## src/rtl/core/rru_pkg.sv

```systemverilog
// Shared types and constants of the register rename unit.
`default_nettype none

package rru_pkg;

	localparam int ARCH_FIELD_W = 7;
	localparam int PHYS_FIELD_W = 10;

	localparam logic KIND_RENAME  = 1'b0;
	localparam logic KIND_RELEASE = 1'b1;

	localparam logic [PHYS_FIELD_W-1:0] NONE_PHYS = '1;

	typedef struct packed {
		logic                    kind;
		logic                    sa_ok;
		logic [ARCH_FIELD_W-1:0] sa;
		logic                    sb_ok;
		logic [ARCH_FIELD_W-1:0] sb;
		logic                    d_ok;
		logic [ARCH_FIELD_W-1:0] d;
		logic                    rf;
		logic                    wf;
		logic                    rel1_ok;
		logic [PHYS_FIELD_W-1:0] rel1;
		logic                    rel2_ok;
		logic [PHYS_FIELD_W-1:0] rel2;
	} rru_item_t;

endpackage

`default_nettype wire

```

## src/rtl/core/rru_front.sv

```systemverilog
// Front end: accepts words, checks their register indexes and queues them.
`default_nettype none

module rru_front #(
	parameter int ARCH_REGS = 50,
	parameter int PHYS_REGS = 512
) (
	input  wire logic                                      clk,
	input  wire logic                                      arst_n,
	input  wire logic                                      item_valid,
	output logic                                           item_ready,
	input  wire logic                                      kind,
	input  wire logic signed [rru_pkg::ARCH_FIELD_W-1:0]   src_a,
	input  wire logic signed [rru_pkg::ARCH_FIELD_W-1:0]   src_b,
	input  wire logic signed [rru_pkg::ARCH_FIELD_W-1:0]   dest,
	input  wire logic                                      reads_flags,
	input  wire logic                                      writes_flags,
	input  wire logic signed [rru_pkg::PHYS_FIELD_W-1:0]   release_first,
	input  wire logic signed [rru_pkg::PHYS_FIELD_W-1:0]   release_second,
	output logic                                           q_valid,
	input  wire logic                                      q_pop,
	output rru_pkg::rru_item_t                             q_item
);

	localparam int QDEPTH = 2;
	localparam int QPW    = $clog2(QDEPTH);
	localparam int QCW    = $clog2(QDEPTH + 1);

	rru_pkg::rru_item_t q_mem_q [QDEPTH];
	rru_pkg::rru_item_t new_item;
	logic [QPW-1:0]     wr_ptr_q;
	logic [QPW-1:0]     rd_ptr_q;
	logic [QCW-1:0]     cnt_q;
	logic               push;

	function automatic logic arch_ok(input logic [rru_pkg::ARCH_FIELD_W-1:0] r);
		return !r[rru_pkg::ARCH_FIELD_W-1] && (int'(r) < ARCH_REGS);
	endfunction

	function automatic logic phys_ok(input logic [rru_pkg::PHYS_FIELD_W-1:0] r);
		return !r[rru_pkg::PHYS_FIELD_W-1] && (int'(r) < PHYS_REGS);
	endfunction

	always_comb begin
		new_item.kind    = kind;
		new_item.sa_ok   = arch_ok(src_a);
		new_item.sa      = src_a;
		new_item.sb_ok   = arch_ok(src_b);
		new_item.sb      = src_b;
		new_item.d_ok    = arch_ok(dest);
		new_item.d       = dest;
		new_item.rf      = reads_flags;
		new_item.wf      = writes_flags;
		new_item.rel1_ok = phys_ok(release_first);
		new_item.rel1    = release_first;
		new_item.rel2_ok = phys_ok(release_second);
		new_item.rel2    = release_second;
	end

	assign item_ready = (cnt_q != QCW'(QDEPTH));
	assign push       = item_valid && item_ready;
	assign q_valid    = (cnt_q != '0);
	assign q_item     = q_mem_q[rd_ptr_q];

	always_ff @(posedge clk) begin
		if (push) begin
			q_mem_q[wr_ptr_q] <= new_item;
		end
	end

	always_ff @(posedge clk or negedge arst_n) begin
		if (!arst_n) begin
			wr_ptr_q <= '0;
			rd_ptr_q <= '0;
			cnt_q    <= '0;
		end else begin
			if (push) begin
				wr_ptr_q <= wr_ptr_q + QPW'(1);
			end
			if (q_pop && q_valid) begin
				rd_ptr_q <= rd_ptr_q + QPW'(1);
			end
			if (push && !(q_pop && q_valid)) begin
				cnt_q <= cnt_q + QCW'(1);
			end else if (!push && q_pop && q_valid) begin
				cnt_q <= cnt_q - QCW'(1);
			end
		end
	end

endmodule

`default_nettype wire

```

## config.mk

```make
export PLATFORM = sky130hd
export DESIGN_NAME = rru_front
export DESIGN_NICKNAME = d
export VERILOG_FILES = /design/src/rtl/core/rru_pkg.sv /design/src/rtl/core/rru_front.sv
export SDC_FILE = /design/constraint.sdc
export NUM_CORES = 1
export LEC_CHECK = 0
export ABC_AREA = 1
export BUFFER_PORTS_ARGS = -buffer_cell sky130_fd_sc_hd__buf_2
export CORE_AREA = 5 5 104 106
export DETAILED_ROUTE_END_ITERATION = 8
export DIE_AREA = 0 0 109 111
export PLACE_DENSITY = 0.66
export SYNTH_ARGS = -nofsm -noshare
export SYNTH_HDL_FRONTEND = slang
export SYNTH_SLANG_ARGS = --single-unit
export TNS_END_PERCENT = 50
```

## constraint.sdc

```tcl
create_clock -name clk -period 3 [get_ports clk]
set_input_delay 0 -clock clk [delete_from_list [all_inputs] [get_ports clk]]
set_output_delay 0 -clock clk [all_outputs]
set_load 0.005 [all_outputs]
```

==> results.txt <==
The flow ran to the end, and the final reports show no timing, DRC or antenna violations. Summing over every cut layer, the via total after detailed routing is 2557. The area growth from synthesis to layout came out at 33.95%. The fraction of final layout cells sized beyond drive strength 1 is 0.2713.

At the worst endpoint, the arrival time is 1.86 ns. The critical path depth came out at 4. In this run the cell area measured after placement is 4507 µm². The mean routed wirelength per cell is ~13 µm. The clock tree from TritonCTS is done. The clock-pin slew on the worst setup and hold paths came out at 0.09 ns. Among all stages on the critical path, the largest delay is contributed by sky130_fd_sc_hd__nor2_4.

The worst path buffer plus inverter count is 1. The max-slew violation count came out at 0. The initial core utilization came out at 0.4026. The synthesized instance count is just over 300.

The number of enable flip-flop cells after synthesis is 98. The floorplan step defined a die boundary enclosing 12100 µm². In the post-synthesis netlist, the biggest area contributors are sky130_fd_sc_hd__edfxtp_1 75%, sky130_fd_sc_hd__nand2_1 15%, sky130_fd_sc_hd__dfrtp_1 2.6%, sky130_fd_sc_hd__buf_6 1.7%, sky130_fd_sc_hd__nor2_1 1.2%.

The last weighted congestion value of the routability-driven placer came out at just over 0.7. The global-route usage over all layers came out at 0.1291. Entering global routing, the biggest net connects 51 pins. The number of failing hold endpoints at the final stage came out at 0.

The max-cap check violation count is 0. The iteration count of the initial detailed-routing pass came out at 5. Measured along the x axis, the die boundary spans 109 µm. The number of antenna violations at the first check in global routing is 0. Once layout is done, the placed cells without fillers occupy roughly 5200 µm². The final count of negative-setup-slack endpoints came out at 0.

The commonest cells after synthesis are 153 x sky130_fd_sc_hd__nand2_1, 98 x sky130_fd_sc_hd__edfxtp_1, 12 x sky130_fd_sc_hd__nor2_1, 9 x sky130_fd_sc_hd__inv_1, 6 x sky130_fd_sc_hd__buf_6. The worst setup path is launched from a flip-flop. For this run, the post-layout net count is 501. The worst slew slack as a fraction of its limit is 0.5282. For the final routed database, the setup TNS stands at 0 ns. When the netlist entered floorplanning its net count stood at 352.

The ratio of final minimum period to clock period is 0.6050. Power spread over the standard cell area amounts to 817.5 nW/µm². The proportion of register bits with asynchronous set or reset after synthesis is 0.03922. Setup repair after global routing left no endpoint under its margin. The violation count after the first detailed-route iteration came out at 139. The biggest area contributor in the post-synthesis netlist is sky130_fd_sc_hd__edfxtp_1. The worst supply voltage drop on vdd came out at 0.3770 mV. The die outline height is 111 µm. The largest driver fanout on the critical path is 28. During synthesis, Yosys emitted a total of 0 warnings.

The count of antenna-violating nets left after detailed routing came out at 0. The cell family contributing the most delay on the critical path is simple AND/OR/NAND/NOR gates. The signal on the critical path passes through nand2_2, nand2_2, nor2_4, buf_12.

The slew at the pin closest to its max-slew limit is between 0.7 and 0.8 ns. Yosys instantiated no cell more often than sky130_fd_sc_hd__nand2_1. The average instance in the mapped netlist occupies about 13 µm². The largest single stage delay on the critical path is approximately 0.55 ns. The number of non-filler instances in the completed layout is between 500 and 600. The flop and latch count out of synthesis came out at 102.

The area share of the largest cell type after synthesis came out at 0.7548. Summing every instance area after synthesis gives between 3000 and 4000 µm². The later-pin clock latency in the skew report is ~0.34 ns. The row count came out at 36. For this run, the leading register cell type out of synthesis is sky130_fd_sc_hd__edfxtp_1. In this run the worst hold path is classified as primary input to flip-flop.

During placement, the flow inserted port buffers numbering about 100. The number of buffers on the longest clock path came out at 2. The critical path start-end classification is flip-flop to flip-flop. The maximum operating frequency came out at between 0.5 and 0.6 GHz.

The sequential cell area came out at between 3000 and 4000 µm². Clock skew on the completed layout was measured at approximately 0.006 ns. Counting cells, the worst reg-to-reg path comes to 4.

The fill cell total of the finished layout came out at 808. The library cell appearing most often on the critical path is sky130_fd_sc_hd__nand2_2. The minimum clock period after layout is roughly 1.8 ns. The worst hold path passes through 2 cells. The number of levels in the clock H-tree is 3. During I/O placement, the number of pins put on the boundary was 99. The area of the core is a little under 10000 µm². The routed wire length came out at 7739 µm.

The via density per instance came out at roughly 4.3. The via count of the first global-routing pass was between 2000 and 3000. The detailed-route DRC error count is 0. The sequential area share after synthesis came out at 0.7805. The reported leakage power came out at 2.247 nW. The antenna diode instance count is 0. The half-perimeter wire length after placement came out at around 5000 µm.

The clock tree root buffer cell is sky130_fd_sc_hd__clkbuf_8. The count of distinct cell types in the synthesized netlist is 15. The clock buffer count from CTS came out at 9. The first global-routing pass estimated roughly 12000 µm of wire.

The endpoint type of the worst setup path is a flip-flop. For the worst setup path, the data required time is around 3 ns. The number of buffers added for setup after CTS is 0.

The total clock sinks is 102. The final global-route overflow total came out at 0. The multi-input logic area came out at 711.9 µm². The count of placed standard cells including taps is about 530.
[registers in the layout, summed over array words and instances (netlist names)]
register  count
q_mem_q      98
wr_ptr_q      1
rd_ptr_q      1
cnt_q         2
[area by class of cell]
type	instances	share of cell area
clock inverter	6	0.02132
timing repair buffer	149	0.1950
sequential	102	0.5829
multi-input combinational	180	0.1363
inverter	11	0.008864
clock buffer	9	0.02372
tap	133	0.03186
[worst reg2reg max path, delay by kind of cell, from the launching register on]
| kind | cells | cell delay [ns] |
|---|---|---|
| simple gates | 3 | 0.77 |
| flops | 1 | 0.44 |
| buf+inv | 1 | 0.29 |
[path summary, 6_finish.rpt]
check	start	to	slack [ns]
max	cnt_q[1]	q_mem_q[0][9]	1.19
min	src_b[0]	q_mem_q[1][32]	0.38
max reg2reg	cnt_q[1]	q_mem_q[0][9]	1.19
min reg2reg	wr_ptr_q	wr_ptr_q	0.59
max in group asynchronous	arst_n	rd_ptr_q	2.29
min in group asynchronous	arst_n	wr_ptr_q	0.53
[cell usage in the layout, fill, tap and decap left out, drive strengths merged, types with 3 or more instances in the layout]
| master | n |
|---|---|
| nand2 | 155 |
| buf | 101 |
| edfxtp | 98 |
| dlygate4sd3 | 48 |
| nor2 | 14 |
| inv | 11 |
| clkbuf | 9 |
| a21oi | 5 |
| dfrtp | 4 |
| o21ai | 3 |
| nand3 | 3 |
| bufinv | 3 |
[stage by stage]
| step | setup WS (ns) | power (W) | util | hold WS [ns] |
|---|---|---|---|---|
| finish | 1.185 | 0.004269 | 0.5393 | 0.3804 |
| global placement | 1.205 | 0.003291 | 0.4654 | -0.1887 |
| global route | 1.037 | 0.004572 | 0.5393 | 0.3628 |
| CTS | 1.147 | 0.004339 | 0.5393 | 0.3569 |
| floorplan | 0.7017 | 0.002809 | - | -0.2956 |
| detailed placement | 1.171 | 0.003309 | 0.4654 | -0.1899 |
[kinds of logic after synthesis]
| kind of cell | Yosys count | share of synthesized area |
|---|---|---|
| flops | 102 | 0.7805 |
| compound gates | 8 | 0.01027 |
| buf+inv | 22 | 0.03883 |
| simple gates | 172 | 0.1704 |
[per-layer routing]
layer,global-route usage,part of all wire,wire length [µm],vias to the layer above
li1,-,-,-,1310
met1,0.1670,0.43,3357,1171
met2,0.2150,0.50,3889,71
met3,0.03494,0.056,433,5
met4,0.03030,0.0076,59,0
met5,0,0,0,-
[power by group]
part	total (W)	switching, W	internal, W
Clock	0.000986	0.000436	0.000549
Combinational	0.00123	0.000751	0.000481
Sequential	0.00205	0.000140	0.00191
Total	0.00427	0.00133	0.00294
[what timing repair did]
item                                   in CTS  in global routing
hold buffers                               48                  0
endpoints found under the hold margin     106                  0
resized for setup                           0                  0
No activity file was read; power rests on OpenSTA's default activity.
